### src/hw/rtl/slebd_pkg.sv
// shared types, constants and marker table for the signed leb128 section decoder
package slebd_pkg;

    localparam int MARKER_LEN  = 17;
    localparam int HDR_IDX_W   = 5;
    localparam int BYTE_W      = 8;
    localparam int VALUE_W     = 32;
    localparam int IDX_W       = 26;
    localparam int ACC_W       = 64;
    localparam int RAW_W       = 32;
    localparam int LEN_W       = 32;
    localparam int SHIFT_W     = 7;
    localparam int CFG_DATA_W  = 26;
    localparam int CFG_INDEX_W = 1;
    localparam int OUT_TDATA_W = 64;
    localparam int QUEUE_DEPTH = 4;
    localparam int QPTR_W      = 2;

    localparam logic [CFG_INDEX_W-1:0] CFG_WIDTH_MODE = 1'b0;
    localparam logic [CFG_INDEX_W-1:0] CFG_ELEM_COUNT = 1'b1;

    localparam logic [CFG_DATA_W-1:0] ELEM_COUNT_RESET = 26'd1024;

    typedef enum logic [2:0] {
        PH_HEADER,
        PH_LENGTH,
        PH_PAYLOAD,
        PH_SWALLOW,
        PH_RAW
    } t_phase;

    typedef struct packed {
        logic                  wide_mode;
        logic [CFG_DATA_W-1:0] elem_count;
    } t_cfg;

    typedef struct packed {
        logic [VALUE_W-1:0] value;
        logic [IDX_W-1:0]   element_index;
        logic               last;
        logic               error;
    } t_result;

    // ascii marker text, one byte per header position
    function automatic logic [BYTE_W-1:0] marker_byte(input logic [HDR_IDX_W-1:0] pos);
        logic [BYTE_W-1:0] ch;
        case (pos)
            5'd0:    ch = 8'h43;
            5'd1:    ch = 8'h4F;
            5'd2:    ch = 8'h4D;
            5'd3:    ch = 8'h50;
            5'd4:    ch = 8'h52;
            5'd5:    ch = 8'h45;
            5'd6:    ch = 8'h53;
            5'd7:    ch = 8'h53;
            5'd8:    ch = 8'h45;
            5'd9:    ch = 8'h44;
            5'd10:   ch = 8'h5F;
            5'd11:   ch = 8'h4C;
            5'd12:   ch = 8'h45;
            5'd13:   ch = 8'h42;
            5'd14:   ch = 8'h31;
            5'd15:   ch = 8'h32;
            5'd16:   ch = 8'h38;
            default: ch = 8'h00;
        endcase
        return ch;
    endfunction

endpackage

### src/hw/rtl/slebd_front.sv
// front end: stream byte acceptance and byte queue toward the decoder
module slebd_front
    import slebd_pkg::*;
(
    input  logic              i_clk,
    input  logic              i_rst_n,
    input  logic              i_valid,
    output logic              o_ready,
    input  logic [BYTE_W-1:0] i_data,
    output logic              o_q_valid,
    output logic [BYTE_W-1:0] o_q_data,
    input  logic              i_q_pop
);

    logic [BYTE_W-1:0] r_mem [QUEUE_DEPTH];
    logic [QPTR_W-1:0] r_wp;
    logic [QPTR_W-1:0] r_rp;
    logic [QPTR_W:0]   r_count;
    logic [QPTR_W-1:0] n_wp;
    logic [QPTR_W-1:0] n_rp;
    logic [QPTR_W:0]   n_count;
    logic              push;
    logic              pop;

    assign o_ready   = (r_count != (QPTR_W+1)'(QUEUE_DEPTH));
    assign o_q_valid = (r_count != '0);
    assign o_q_data  = r_mem[r_rp];
    assign push      = i_valid && o_ready;
    assign pop       = i_q_pop && o_q_valid;

    always_comb begin
        n_wp    = push ? r_wp + 1'b1 : r_wp;
        n_rp    = pop ? r_rp + 1'b1 : r_rp;
        n_count = r_count;
        if (push && !pop) begin
            n_count = r_count + 1'b1;
        end else if (pop && !push) begin
            n_count = r_count - 1'b1;
        end
    end

    always_ff @(posedge i_clk) begin
        if (!i_rst_n) begin
            r_wp    <= '0;
            r_rp    <= '0;
            r_count <= '0;
        end else begin
            r_wp    <= n_wp;
            r_rp    <= n_rp;
            r_count <= n_count;
        end
    end

    always_ff @(posedge i_clk) begin
        if (push) begin
            r_mem[r_wp] <= i_data;
        end
    end

endmodule

### src/hw/rtl/slebd_back.sv
// back end: header match, raw assembly, leb128 decode and result register
module slebd_back
    import slebd_pkg::*;
#(
    parameter int COUNT_WIDTH = 26
) (
    input  logic              i_clk,
    input  logic              i_rst_n,
    input  t_cfg              i_cfg,
    input  logic              i_q_valid,
    input  logic [BYTE_W-1:0] i_q_data,
    output logic              o_q_pop,
    output logic              o_out_valid,
    input  logic              i_out_ready,
    output t_result           o_out
);

    localparam logic [HDR_IDX_W-1:0] HDR_LAST = HDR_IDX_W'(MARKER_LEN - 1);

    function automatic logic [VALUE_W-1:0] narrow(input logic wide, input logic [ACC_W-1:0] v);
        logic [VALUE_W-1:0] r;
        if (wide) begin
            r = v[VALUE_W-1:0];
        end else begin
            r = {{16{v[15]}}, v[15:0]};
        end
        return r;
    endfunction

    t_phase                 r_phase, n_phase;
    logic [BYTE_W-1:0]      r_hdr [MARKER_LEN];
    logic [HDR_IDX_W-1:0]   r_hc, n_hc;
    logic                   r_match, n_match;
    logic                   r_replay, n_replay;
    logic [HDR_IDX_W-1:0]   r_rp, n_rp;
    logic [LEN_W-1:0]       r_pl, n_pl;
    logic [LEN_W-1:0]       r_pc, n_pc;
    logic [ACC_W-1:0]       r_acc, n_acc;
    logic [SHIFT_W-1:0]     r_bs, n_bs;
    logic [COUNT_WIDTH-1:0] r_ed, n_ed;
    logic [RAW_W-1:0]       r_raw, n_raw;
    logic [1:0]             r_rbi, n_rbi;
    logic                   r_err_pend, n_err_pend;
    logic                   r_out_valid;
    t_result                r_out;

    logic                   do_restart;
    t_phase                 rst_phase;
    logic                   emit;
    t_result                res;

    logic                   out_free;
    logic                   have_work;
    logic                   fire;
    logic                   byte_fire;
    logic [BYTE_W-1:0]      b;
    logic [COUNT_WIDTH-1:0] cnt;
    logic [COUNT_WIDTH-1:0] eff_cnt;
    logic [COUNT_WIDTH:0]   ed_inc;
    logic                   is_last;
    logic [COUNT_WIDTH-1:0] ed_next;
    logic [ACC_W-1:0]       acc_mask;
    logic [SHIFT_W-1:0]     acc_bits;
    logic [ACC_W-1:0]       acc_or;
    logic [ACC_W-1:0]       acc_val;
    logic [SHIFT_W-1:0]     bs_nx;
    logic [LEN_W-1:0]       pc_nx;
    logic                   pay_end;
    logic [LEN_W-1:0]       pl_nx;
    logic [RAW_W-1:0]       raw_nx;
    logic [2:0]             raw_bytes;
    logic                   raw_done;
    logic                   hdr_match;
    logic [HDR_IDX_W-1:0]   hc_nx;
    logic                   hdr_full;
    logic                   hdr_we;

    assign out_free  = !r_out_valid || i_out_ready;
    assign have_work = r_err_pend || r_replay || i_q_valid;
    assign fire      = have_work && out_free;
    assign byte_fire = fire && !r_err_pend;
    assign o_q_pop   = fire && !r_err_pend && !r_replay;
    assign b         = r_replay ? r_hdr[r_rp] : i_q_data;

    assign cnt     = COUNT_WIDTH'(i_cfg.elem_count);
    assign eff_cnt = (cnt == '0) ? {{(COUNT_WIDTH-1){1'b0}}, 1'b1} : cnt;
    assign ed_inc  = {1'b0, r_ed} + 1'b1;
    assign is_last = ed_inc >= {1'b0, eff_cnt};
    assign ed_next = ed_inc[COUNT_WIDTH-1:0];

    // leb128 accumulate with sign fill
    assign acc_mask = i_cfg.wide_mode ? {ACC_W{1'b1}} : {{(ACC_W-32){1'b0}}, {32{1'b1}}};
    assign acc_bits = i_cfg.wide_mode ? SHIFT_W'(64) : SHIFT_W'(32);
    assign bs_nx    = (r_bs < SHIFT_W'(64)) ? r_bs + SHIFT_W'(7) : r_bs;
    assign acc_or   = (r_bs < acc_bits)
                    ? (r_acc | ((ACC_W'(b[6:0]) << r_bs) & acc_mask)) : r_acc;
    assign acc_val  = (bs_nx < acc_bits && b[6])
                    ? (acc_or | (({ACC_W{1'b1}} << bs_nx) & acc_mask)) : acc_or;
    assign pc_nx    = r_pc + 1'b1;
    assign pay_end  = pc_nx >= r_pl;

    assign pl_nx     = r_pl | (LEN_W'(b) << {r_rbi, 3'b000});
    assign raw_nx    = r_raw | (RAW_W'(b) << {r_rbi, 3'b000});
    assign raw_bytes = i_cfg.wide_mode ? 3'd4 : 3'd2;
    assign raw_done  = ({1'b0, r_rbi} + 3'd1) >= raw_bytes;

    assign hdr_match = ((r_hc == '0) || r_match) && (b == marker_byte(r_hc));
    assign hc_nx     = r_hc + 1'b1;
    assign hdr_full  = (hc_nx == HDR_IDX_W'(MARKER_LEN));
    assign hdr_we    = byte_fire && (r_phase == PH_HEADER);

    // next state
    always_comb begin
        n_phase    = r_phase;
        n_hc       = r_hc;
        n_match    = r_match;
        n_replay   = r_replay;
        n_rp       = r_rp;
        n_pl       = r_pl;
        n_pc       = r_pc;
        n_acc      = r_acc;
        n_bs       = r_bs;
        n_ed       = r_ed;
        n_raw      = r_raw;
        n_rbi      = r_rbi;
        n_err_pend = r_err_pend;
        do_restart = 1'b0;
        rst_phase  = PH_HEADER;

        if (fire && r_err_pend) begin
            n_err_pend = 1'b0;
            do_restart = 1'b1;
        end else if (byte_fire) begin
            if (r_replay) begin
                n_rp = r_rp + 1'b1;
                if (r_rp == HDR_LAST) begin
                    n_replay = 1'b0;
                end
            end
            case (r_phase)
                PH_HEADER: begin
                    n_hc    = hc_nx;
                    n_match = hdr_match;
                    if (hdr_full) begin
                        do_restart = 1'b1;
                        if (hdr_match) begin
                            rst_phase = PH_LENGTH;
                        end else begin
                            rst_phase = PH_RAW;
                            n_replay  = 1'b1;
                            n_rp      = '0;
                        end
                    end
                end
                PH_LENGTH: begin
                    n_pl = pl_nx;
                    if (r_rbi == 2'd3) begin
                        n_rbi   = '0;
                        n_phase = PH_PAYLOAD;
                        n_pc    = '0;
                        n_acc   = '0;
                        n_bs    = '0;
                        n_ed    = '0;
                        if (pl_nx == '0) begin
                            do_restart = 1'b1;
                        end
                    end else begin
                        n_rbi = r_rbi + 1'b1;
                    end
                end
                PH_PAYLOAD: begin
                    n_pc = pc_nx;
                    if (!b[7]) begin
                        n_acc = '0;
                        n_bs  = '0;
                        n_ed  = ed_next;
                        if (is_last) begin
                            if (pay_end) begin
                                do_restart = 1'b1;
                            end else begin
                                n_phase = PH_SWALLOW;
                            end
                        end else if (pay_end) begin
                            n_err_pend = 1'b1;
                        end
                    end else begin
                        n_acc = acc_or;
                        n_bs  = bs_nx;
                        if (pay_end) begin
                            do_restart = 1'b1;
                        end
                    end
                end
                PH_SWALLOW: begin
                    n_pc = pc_nx;
                    if (pay_end) begin
                        do_restart = 1'b1;
                    end
                end
                PH_RAW: begin
                    if (raw_done) begin
                        n_rbi = '0;
                        n_raw = '0;
                        n_ed  = ed_next;
                        if (is_last) begin
                            do_restart = 1'b1;
                        end
                    end else begin
                        n_rbi = r_rbi + 1'b1;
                        n_raw = raw_nx;
                    end
                end
                default: begin
                    do_restart = 1'b1;
                end
            endcase
        end

        if (do_restart) begin
            n_phase = rst_phase;
            n_hc    = '0;
            n_pl    = '0;
            n_pc    = '0;
            n_acc   = '0;
            n_bs    = '0;
            n_ed    = '0;
            n_raw   = '0;
            n_rbi   = '0;
        end
    end

    // result of this step
    always_comb begin
        emit              = 1'b0;
        res.value         = '0;
        res.element_index = IDX_W'(r_ed);
        res.last          = 1'b1;
        res.error         = 1'b1;
        if (fire && r_err_pend) begin
            emit = 1'b1;
        end else if (byte_fire) begin
            case (r_phase)
                PH_LENGTH: begin
                    if (r_rbi == 2'd3 && pl_nx == '0) begin
                        emit              = 1'b1;
                        res.element_index = '0;
                    end
                end
                PH_PAYLOAD: begin
                    if (!b[7]) begin
                        emit      = 1'b1;
                        res.value = narrow(i_cfg.wide_mode, acc_val);
                        res.last  = is_last;
                        res.error = 1'b0;
                    end else if (pay_end) begin
                        emit = 1'b1;
                    end
                end
                PH_RAW: begin
                    if (raw_done) begin
                        emit      = 1'b1;
                        res.value = narrow(i_cfg.wide_mode, ACC_W'(raw_nx));
                        res.last  = is_last;
                        res.error = 1'b0;
                    end
                end
                default: begin
                    emit = 1'b0;
                end
            endcase
        end
    end

    always_ff @(posedge i_clk) begin
        if (!i_rst_n) begin
            r_phase     <= PH_HEADER;
            r_hc        <= '0;
            r_match     <= 1'b0;
            r_replay    <= 1'b0;
            r_rp        <= '0;
            r_pl        <= '0;
            r_pc        <= '0;
            r_acc       <= '0;
            r_bs        <= '0;
            r_ed        <= '0;
            r_raw       <= '0;
            r_rbi       <= '0;
            r_err_pend  <= 1'b0;
            r_out_valid <= 1'b0;
        end else begin
            r_phase    <= n_phase;
            r_hc       <= n_hc;
            r_match    <= n_match;
            r_replay   <= n_replay;
            r_rp       <= n_rp;
            r_pl       <= n_pl;
            r_pc       <= n_pc;
            r_acc      <= n_acc;
            r_bs       <= n_bs;
            r_ed       <= n_ed;
            r_raw      <= n_raw;
            r_rbi      <= n_rbi;
            r_err_pend <= n_err_pend;
            if (fire && emit) begin
                r_out_valid <= 1'b1;
            end else if (i_out_ready) begin
                r_out_valid <= 1'b0;
            end
        end
    end

    always_ff @(posedge i_clk) begin
        if (hdr_we) begin
            r_hdr[r_hc] <= b;
        end
        if (fire && emit) begin
            r_out <= res;
        end
    end

    assign o_out_valid = r_out_valid;
    assign o_out       = r_out;

endmodule

### src/hw/rtl/sleb128_section_decoder.sv
// top level of the signed leb128 section decoder: config registers, front and back
// a byte is queued in the front end; its completed result is registered in the back end
// throughput: 1 byte per cycle while the result register is free; a raw header replays its
// 17 buffered bytes, and a payload ending just after a non-final element needs an error step
// synchronous active-low reset clears control state, mode 16-bit, element count 1024
module sleb128_section_decoder
    import slebd_pkg::*;
#(
    parameter int COUNT_WIDTH = 26
) (
    input  logic                   i_clk,
    input  logic                   i_rst_n,
    input  logic                   i_cfg_wr_en,
    input  logic [CFG_INDEX_W-1:0] i_cfg_index,
    input  logic [CFG_DATA_W-1:0]  i_cfg_data,
    input  logic                   s_axis_tvalid,
    output logic                   s_axis_tready,
    input  logic [BYTE_W-1:0]      s_axis_tdata,  // stream_byte
    output logic                   m_axis_tvalid,
    input  logic                   m_axis_tready,
    output logic [OUT_TDATA_W-1:0] m_axis_tdata,  // value, element_index, zero pad
    output logic                   m_axis_tlast,
    output logic                   m_axis_tuser   // error
);

    t_cfg              r_cfg;
    logic              q_valid;
    logic [BYTE_W-1:0] q_data;
    logic              q_pop;
    logic              res_valid;
    t_result           res;

    always_ff @(posedge i_clk) begin
        if (!i_rst_n) begin
            r_cfg.wide_mode  <= 1'b0;
            r_cfg.elem_count <= ELEM_COUNT_RESET;
        end else if (i_cfg_wr_en) begin
            case (i_cfg_index)
                CFG_WIDTH_MODE: r_cfg.wide_mode  <= i_cfg_data[0];
                CFG_ELEM_COUNT: r_cfg.elem_count <= i_cfg_data;
                default:        r_cfg            <= r_cfg;
            endcase
        end
    end

    slebd_front u_front (
        .i_clk     (i_clk),
        .i_rst_n   (i_rst_n),
        .i_valid   (s_axis_tvalid),
        .o_ready   (s_axis_tready),
        .i_data    (s_axis_tdata),
        .o_q_valid (q_valid),
        .o_q_data  (q_data),
        .i_q_pop   (q_pop)
    );

    slebd_back #(
        .COUNT_WIDTH (COUNT_WIDTH)
    ) u_back (
        .i_clk       (i_clk),
        .i_rst_n     (i_rst_n),
        .i_cfg       (r_cfg),
        .i_q_valid   (q_valid),
        .i_q_data    (q_data),
        .o_q_pop     (q_pop),
        .o_out_valid (res_valid),
        .i_out_ready (m_axis_tready),
        .o_out       (res)
    );

    assign m_axis_tvalid = res_valid;
    assign m_axis_tdata  = {{(OUT_TDATA_W - VALUE_W - IDX_W){1'b0}}, res.element_index, res.value};
    assign m_axis_tlast  = res.last;
    assign m_axis_tuser  = res.error;

endmodule

### config.mk
export PLATFORM = sky130hd
export DESIGN_NAME = sleb128_section_decoder
export DESIGN_NICKNAME = d
export VERILOG_FILES = /design/src/hw/rtl/slebd_pkg.sv /design/src/hw/rtl/slebd_front.sv /design/src/hw/rtl/slebd_back.sv /design/src/hw/rtl/sleb128_section_decoder.sv
export SDC_FILE = /design/constraint.sdc
export NUM_CORES = 1
export LEC_CHECK = 0
export ABC_AREA = 1
export BUFFER_PORTS_ARGS = -buffer_cell sky130_fd_sc_hd__buf_2
export CAP_MARGIN = 40
export CORE_UTILIZATION = 25
export CTS_CLUSTER_SIZE = 24
export DETAILED_ROUTE_END_ITERATION = 12
export GPL_TIMING_DRIVEN = 1
export HOLD_SLACK_MARGIN = 0.08
export SLEW_MARGIN = 5
export SYNTH_ARGS = -nofsm -noshare
export SYNTH_HDL_FRONTEND = slang
export SYNTH_SLANG_ARGS = --single-unit
export TNS_END_PERCENT = 1
### constraint.sdc
create_clock -name i_clk -period 17.4 [get_ports i_clk]
set_input_delay 1.74 -clock i_clk [delete_from_list [all_inputs] [get_ports i_clk]]
set_output_delay 1.74 -clock i_clk [all_outputs]
set_load 0.01 [all_outputs]
==> results of run 1 <==
-- final cells by class --
type	count	share of cell area, %
clock inverters	30	1.46
flip-flops and latches	456	43.0
well taps	1186	5.59
multi-input cells	1850	36.8
inverters	341	4.83
repair buffers	138	3.32
clock buffers	60	5.01
-- how the worst max path moves through the flow --
stage | depth (start not counted) | to | from | slack [ns]
after global placement | 32 | register | u_back.r_pc[0] | 11.61
after detailed placement | 33 | register | u_back.r_pc[0] | 11.66
after global routing | 34 | register | u_back.r_pc[0] | 10.91
after CTS | 34 | register | u_back.r_pc[0] | 11.64
after floorplan | 24 | u_back.o_out[0] | u_back.r_pc[0] | 10.33
final | 34 | register | u_back.r_pc[0] | 11.76
-- per-stage QoR --
step / area [um^2] / worst slack (ns) / power, uW
2_1_floorplan: 23100 / 10.33 / 1910
3_3_place_gp: 24600 / 11.61 / 2220
3_5_place_dp: 24800 / 11.66 / 2240
4_1_cts: 26500 / 11.64 / 3350
5_1_grt: 26500 / 10.91 / 3490
6_report: 26500 / 11.76 / 3330
-- worst register-to-register path: cells and delay by family, from the launching register on --
family / cells / cell delay, ns
DFF: 1 / 0.39
AOI/OAI and AO/OA: 1 / 0.09
xor gates and xnor gates: 1 / 0.15
adders and majority gates: 3 / 0.72
buffers and inverters: 3 / 0.60
and+or+nand+nor: 26 / 3.60
-- cell usage after synthesis, drive strengths merged (7+ instances only) --
library cell  instances  area share [%]
a21oi               240             5.5
nand2               595             9.9
clkbuf               74             1.2
dfxtp               228              20
o21ai               158             3.4
xnor2                20            0.76
a22oi                36             1.2
nor4                 15            0.41
edfxtp              228              30
nor3b                33             1.1
nor3                 30            0.67
nand4                80             2.2
inv                 337             5.5
ha                   81             4.4
nor2                225             3.8
nand3b                7            0.23
xor2                 37             1.4
buf                  63             1.8
nand3               231             5.1
-- state kept, by name, indices dropped and copies added, names as in the netlist, 7 cells and up, named ones only --
register / count
u_back.r_ed: 26
r_cfg: 27
u_back.r_raw: 32
u_back.r_pc: 32
u_front.r_mem: 32
u_back.r_pl: 32
u_back.r_hdr: 136
u_back.r_bs: 7
u_back.r_acc: 32
u_back.o_out: 60
-- routing by layer --
layer  track usage (%)  vias up  share of wire [%]
li1                  -     9443                  -
met1              17.6     8811                 45
met2              22.9      503                 47
met3              1.82      110                5.1
met4              4.35        0                3.0
met5                 0        -                  0
-- report_power, final --
| part | internal, uW | switching (uW) |
|---|---|---|
| Clock | 643 | 469 |
| Sequential | 1290 | 42.3 |
| Combinational | 219 | 665 |
| Total | 2150 | 1180 |
-- cell families after synthesis --
family	share of synthesized area, %
AND/OR/NAND/NOR	23.6
AO/OA/AOI/OAI	11.6
other	0.0162
flip-flops	49.4
buffers and inverters	8.58
adder cells (fa/ha/maj)	4.56
multiplexers	0.0866
XOR/XNOR	2.16
-- layout by cell type (no fill, tap or decap), drive strengths merged, types with 4 or more instances in the layout --
master / instances
nand3b: 7
clkbuf: 60
nor4: 15
a31oi: 5
xnor2: 20
ha: 81
a211oi: 5
or2: 5
nor3: 30
xor2: 37
nand3: 231
conb: 6
nor3b: 33
o211ai: 6
clkinv: 19
inv: 344
edfxtp: 228
buf: 138
o32ai: 6
nand4: 80
bufinv: 6
o22ai: 4
a21oi: 240
a22oi: 36
nand2: 595
dfxtp: 228
nor2: 225
o21ai: 158
==> flow_summary.toml, run 1 <==
[synthesis]
synthArstFlopShare_pct = 0
ys.flop_type = "edfxtp_1"
ys_seq_elements = 456
syn_area_per_cell_um2 = 8.32
syn_inst = 2779
syn_area_um2 = 23100
ys_seq_area_share_pct = 49.4
synth_warnings = 0
synth_cell_type_count = 59
synth_edf_count = 228

[die]
num_io_pins = 108
initial_utilization_pct = 25.2
die_w_um = 306
die_height_um = 306
rows = 111
coreArea_um2 = 91700
die_area_um2 = 93700

[clock_network]
cts_buffer_depth = 3
clock_sinks = 456
tritoncts = "done"
cts-htree-levels = 2
post_cts_buffers = 0
clk_latency_ns = 0.62
postCtsResizedCells = 0
cts_buffers = 48
cts_root_buf = "clkbuf_16"
clk_pin_slew_ns = 0.06
cts_hold_buf = 0

[route]
ant_nets = 0
firstDrtPassIters = 5
drt_iter0_markers = 1633
drcViolationCount = 0
num_vias = 18867
wirelength_um = 64300
vias_per_cell = 4.65
wl_per_cell_um = 15.8

[sta]
relSlewSlack_pct = 42.6
tns_ns = 0
fin_hold_ws_ns = 0.466
min_period_ns = 5.64
final_max_slew_viol_count = 0
finClkSkew_ns = 0.0441
hold_viol_final = 0
setup_viol = 0
fin_crit_sh_pct = 32.4
worst_slew_pin_slew_ns = 0.860
rsz0062_at_grt = "false"
max_freq_mhz = 177

[status]
status = "completed"

[layout]
area_growth_pct = 14.8
fill_cells = 9765
seq_area_um2 = 11400
utilization_pct = 29.0
multi_input_area_um2 = 9760
diodes = 0
drive_above_1_share_pct = 9.88
nets = 2958
fin_cells = 4061

[setup_path]
crit_top_cell = "nor2_1"
arrival_ns = 6.13
reg2reg_slack_ns = 11.76
start_kind = "register"
r2r_cells = 34
required_ns = 17.89
critPathBufInv = 3
path_delay_family = "simple AND/OR/NAND/NOR gates"
reg2reg_from = "u_back.r_pc[0]"
critPathKind = "register to register"
crit_fanout = 95
critPathMaxStageDelay_ns = 0.39
cp-end-kind = "register"
worst_path_max_delay_cell = "dfxtp_1"

[global_route]
antenna_found_initial = 0
grt_use_total_pct = 13.5
gr-total-overflow = 0
first_global_vias = 17911
grt_pass1_wl_um = 101000
grt_start_max_net_pins = 96

[worst_hold_path]
hold_path_end = "u_back.r_match"
min-delay-start = "u_back.r_match"
worstHoldPathType = "register to register"
hold_depth = 2

[power_and_ir_drop]
vdd_ir_drop_max_uv = 80.5
p_leak_uw = 0.0104
pwr_density_cell_nw_per_um2 = 125

[placement]
placedCellCount = 3971
io_buffers = 101
hpwl_um = 45200
place_congestion = 0.896

[run]
cap_violations = 0
Note: power is estimated with default switching activity, not from simulation.
==> run 2: changes to the inputs <==
Settings changed: ABC_AREA 1 to 0.
Clock period 17.4 ns to 5.4 ns, I/O delays scaled along.
==> run 2 against run 1 <==
  * The run now ends with design-rule violations left
  * Worst setup slack lost 11 ns
  * Design area is 1.2% lower
  * Register-to-register slack got worse by 11 ns
  * Synthesized cell count down 20%
  * Routed wire length decreased by 1.1%
  * Synthesized area is 2.9% lower
  * Clock skew shrank 0.0065 ns
  * Critical path type unchanged
==> flow_summary.toml, run 2 <==
[sta]
worst_slew_pin_slew_ns = 0.861
min_period_ns = 5.09
rsz0062_at_grt = "false"
max_freq_mhz = 197
hold_viol_final = 0
setup_viol = 0
final_max_slew_viol_count = 0
fin_hold_ws_ns = 0.161
fin_crit_sh_pct = 94.2
finClkSkew_ns = 0.0377
relSlewSlack_pct = 42.5

[setup_path]
cp-end-kind = "register"
reg2reg_slack_ns = 0.31
cp-startpoint = "u_back.r_ed[6]"
critPathKind = "register to register"
critPathBufInv = 1
reg2reg_from = "u_back.r_ed[6]"
required_ns = 5.91
worst-path-stages = 22
path_delay_family = "simple AND/OR/NAND/NOR gates"
crit_chain = "and4_1, and3_1, and3_1, and2_1, nand3_1, nor2_1, xor2_1, ha_1, nand4_1, nor4_4, o311ai_0, a21oi_1, nor3_1, nor2_1, o21bai_2, a31oi_2, nand2b_4, or2_2, ha_1, inv_1, mux4_2, a21o_1"
r2r_cells = 22
worst_path_max_delay_cell = "mux4_2"
critPathMaxStageDelay_ns = 0.45
start_kind = "register"
arrival_ns = 5.59
crit_fanout = 7

[global_route]
antenna_found_initial = 1
grt_use_total_pct = 13.7
grt_start_max_net_pins = 75
first_global_vias = 16502
grt_pass1_wl_um = 97700
gr-total-overflow = 0

[synthesis]
ys.flop_type = "edfxtp_1"
synth_commonest_cells = "nor2_1 (290), dfxtp_1 (228), edfxtp_1 (228)"
synthArstFlopShare_pct = 0
synth_warnings = 0
synth_edf_count = 228
syn_area_um2 = 22500
synth_cell_type_count = 83
syn_area_per_cell_um2 = 10.1
ys_seq_elements = 456
syn_inst = 2219
yosysTopAreaCellShare_pct = 30.5
ys_seq_area_share_pct = 50.8
synth.most_common_cell = "nor2_1"
netlist_top_cells_area = "edfxtp_1 (30%), dfxtp_1 (20%), nor2_1 (4.8%)"
yosysTopAreaCell = "edfxtp_1"

[die]
num_io_pins = 108
coreArea_um2 = 88600
die_area_um2 = 91000
die_w_um = 302
rows = 109
die_height_um = 302
initial_utilization_pct = 25.3

[clock_network]
tritoncts = "done"
clk_pin_slew_ns = 0.06
clk_latency_ns = 0.61
clock_sinks = 456
cts_buffer_depth = 3
cts_root_buf = "clkbuf_16"
cts_buffers = 46
cts-htree-levels = 2
cts_hold_buf = 0

[power_and_ir_drop]
p_leak_uw = 0.00926
p_total_uw = 9080
pwr_density_cell_nw_per_um2 = 347
vdd_ir_drop_max_uv = 216

[route]
drt_iter0_markers = 1568
wirelength_um = 63600
wl_per_cell_um = 18.0
ant_nets = 0
num_vias = 17315
firstDrtPassIters = 12
drcViolationCount = 6
vias_per_cell = 4.90

[run]
cap_violations = 0

[status]
violations = "design-rule violations"
status = "finished with violations"

[worst_hold_path]
worstHoldPathType = "primary input to register"
min-delay-start = "s_axis_tdata[7]"

[placement]
place_congestion = 0.942
hpwl_um = 45400
io_buffers = 101

[layout]
layout_common_cells = "nor2_1 (286), edfxtp_1 (228), dfxtp_1 (226), nand2_1 (172), a21oi_1 (166)"
area_growth_pct = 16.7
drive_above_1_share_pct = 15.0
top_register = "u_back.r_hdr"
largest_reg_flops = 136
final_common_cell = "nor2_1"
nets = 2453
run 2: kinds of logic after synthesis:
logic type,Yosys count,synth area share (%)
fa+ha+maj,83,4.69
buf+inv,222,4.32
other cells,1,0.0167
mux,76,5.37
flops,456,50.8
simple gates,774,16.1
compound gates,522,15.3
xor+xnor,85,3.32
run 2: area by class of cell:
cell class	instances	area, um^2
Sequential cell	456	11400
Antenna cell	1	2.50
Timing Repair Buffer	190	1280
Fill cell	9185	62400
Clock inverter	30	322
Multi-Input combinational cell	1546	10200
Tap cell	1165	1460
Inverter	90	338
Clock buffer	55	1190
run 2: metrics by stage:
stage	instances	area, um^2	util, %	TNS (ns)	worst slack (ns)
detailed placement	3447	24600	27.8	0	0.0157
global placement	3428	24400	27.5	0	0.225
finish	3533	26200	29.6	0	0.315
CTS	3532	26100	29.5	0	0.0920
global route	3532	26200	29.6	0	0.00336
floorplan	2224	22500	-	-0.125	-0.125
run 2: power breakdown:
| part | switching, uW | internal [uW] | leakage (uW) | total [uW] |
|---|---|---|---|---|
| Sequential | 84.2 | 3940 | 0.00396 | 4020 |
| Combinational | 1200 | 614 | 0.00458 | 1810 |
| Clock | 1410 | 1840 | 0.000731 | 3250 |
run 2: routing by layer:
metal  part of all wire, %  vias up  wire, um  GRT usage [%]
li1                      -     8298         -              -
met1                    42     8368     26800           17.2
met2                    49      519     31200           23.4
met3                   4.9      128      3130           2.05
met4                   3.9        2      2470           5.69
met5                 0.020        -        13              0
run 2: repair_timing:
action | in CTS | in global routing
setup buffers | 0 | 0
gates resized for setup | 1 | 15
hold endpoints to repair | 0 | 0
pin swaps | 0 | 0
endpoints found under the setup margin | 34 | 40
run 2: worst min-delay path by stage:
stage                     cells after the start  slack (ns)                   to
after floorplan                               2        0.43     u_back.r_acc[20]
after global placement                        2        0.44     u_back.r_acc[20]
after detailed placement                      2        0.46      u_back.r_acc[5]
after CTS                                     1        0.13  u_front.r_mem[3][7]
after global routing                          1        0.15  u_front.r_mem[3][7]
final                                         1        0.16  u_front.r_mem[3][7]
==> run 3: changes to the inputs <==
==> constraint.sdc (replaced) <==
create_clock -name i_clk -period 5.4 [get_ports i_clk]
set_input_delay 0.81 -clock i_clk [delete_from_list [all_inputs] [get_ports i_clk]]
set_output_delay 0.81 -clock i_clk [all_outputs]
set_load 0.01 [all_outputs]
==> run 3 against run 2 <==
  * The flow still finishes with violations (design-rule violations)
  * Non-clock buffer count is 1 higher
  * Register-to-register slack better by 0.02 ns
  * Hold slack better by 0.27 ns
  * Via count is 0.33% higher
  * Critical path depth is 3 higher
==> flow_summary.toml, run 3 (same netlist as run 2, synthesis figures left out) <==
[route]
num_vias = 17373
drcViolationCount = 3
firstDrtPassIters = 10
vias_per_cell = 4.91
wirelength_um = 63700
wl_per_cell_um = 18.0
ant_nets = 0
drt_iter0_markers = 1631

[sta]
finClkSkew_ns = 0.0528
fin_hold_ws_ns = 0.429
setup_viol = 0
min_period_ns = 5.07
max_freq_mhz = 197
fin_crit_sh_pct = 93.8
tns_ns = 0
worst_slew_pin_slew_ns = 0.885
final_max_slew_viol_count = 0
relSlewSlack_pct = 39.5
rsz0062_at_grt = "false"
hold_viol_final = 0

[die]
initial_utilization_pct = 25.3
die_w_um = 302
die_area_um2 = 91000
num_io_pins = 108
die_height_um = 302
rows = 109
coreArea_um2 = 88600

[setup_path]
reg2reg_from = "u_back.r_pc[1]"
critPathMaxStageDelay_ns = 0.38
crit_top_cell = "and3_1"
critPathKind = "register to register"
cp-end-kind = "register"
reg2reg_slack_ns = 0.33
arrival_ns = 5.59
start_kind = "register"
crit_fanout = 7
worst_path_max_delay_cell = "dfxtp_1"
required_ns = 5.92
r2r_cells = 25

[global_route]
grt_use_total_pct = 13.6
antenna_found_initial = 2
first_global_vias = 16468
grt_pass1_wl_um = 97300
gr-total-overflow = 0
grt_start_max_net_pins = 75

[layout]
drive_above_1_share_pct = 14.9
top_register = "u_back.r_hdr"
diodes = 0
largest_reg_flops = 136
finalInstanceArea_um2 = 26200
nets = 2455
layout_common_cells = "nor2_1 (286), edfxtp_1 (228), dfxtp_1 (226), nand2_1 (172), a21oi_1 (166)"
seq_area_um2 = 11400
final_common_cell = "nor2_1"
multi_input_area_um2 = 10200
area_growth_pct = 16.7
fill_cells = 9197

[clock_network]
cts_buffer_depth = 3
cts_buffers = 47
tritoncts = "done"
clk_pin_slew_ns = 0.07
clk_latency_ns = 0.62
cts_root_buf = "clkbuf_16"
post_cts_buffers = 0
clock_sinks = 456
cts-htree-levels = 2

[power_and_ir_drop]
p_total_uw = 9000
vdd_ir_drop_max_uv = 251
pwr_density_cell_nw_per_um2 = 344
p_leak_uw = 0.00925

[placement]
io_buffers = 101
place_congestion = 0.942
dpl-instance-area_um2 = 24600
hpwl_um = 45400

[worst_hold_path]
min-delay-start = "s_axis_tdata[7]"
hold_depth = 1
worstHoldPathType = "primary input to register"
hold_path_end = "u_front.r_mem[3][7]"

[status]
status = "finished with violations"
violations = "design-rule violations"

[run]
cap_violations = 0
[run 3: how the worst max path moves through the flow]
stage | start | end | slack (ns) | cells past startpoint
after CTS | u_back.r_pc[0] | register | 0.11 | 24
final | u_back.r_pc[1] | register | 0.33 | 25
after detailed placement | u_back.r_ed[6] | u_back.r_acc[9] | -0.02 | 20
after floorplan | u_back.r_pc[0] | register | -0.13 | 27
after global routing | u_back.r_pc[1] | register | 0.02 | 25
after global placement | u_back.r_pc[0] | register | 0.23 | 23
[run 3: through the flow]
| step | setup slack [ns] | util [%] | instances |
|---|---|---|---|
| 2_1_floorplan | -0.125 | - | 2224 |
| 3_3_place_gp | 0.225 | 27.5 | 3429 |
| 3_5_place_dp | -0.0215 | 27.8 | 3448 |
| 4_1_cts | 0.106 | 29.5 | 3535 |
| 5_1_grt | 0.0200 | 29.5 | 3535 |
| 6_report | 0.334 | 29.5 | 3535 |
[run 3: report_power, final]
group          internal (uW)  switching (uW)  leakage, uW
clock network           1760            1410     0.000721
registers               3940            85.3      0.00396
logic                    613            1200      0.00458
[run 3: routing by layer]
metal	vias up	GRT usage (%)	wire (um)
met4	2	5.32	2430
met3	137	1.83	3200
li1	8285	-	-
met1	8406	17.2	27000
met2	543	23.4	31100
met5	-	0	12
[run 3: worst max-delay path, delay by kind of cell (launching register included)]
family | cells | cell delay (ns)
adders and majority gates | 3 | 0.75
xor gates and xnor gates | 1 | 0.21
AOI/OAI and AO/OA | 7 | 1.18
DFF | 1 | 0.38
and+or+nand+nor | 14 | 2.49
[run 3: what timing repair did]
item                       in CTS  in global routing
gates resized for setup         1                 13
setup endpoints to repair      34                 39
hold buffers                    0                  0
gates cloned                    0                  0
[run 3: final cells by class]
| type | instances | share of cell area (%) |
|---|---|---|
| inverters | 90 | 1.29 |
| repair buffers | 191 | 4.92 |
| well taps | 1165 | 5.57 |
| clock buffers | 65 | 4.98 |
| flip-flops and latches | 456 | 43.6 |
| clock inverters | 22 | 0.745 |
| multi-input cells | 1546 | 38.9 |
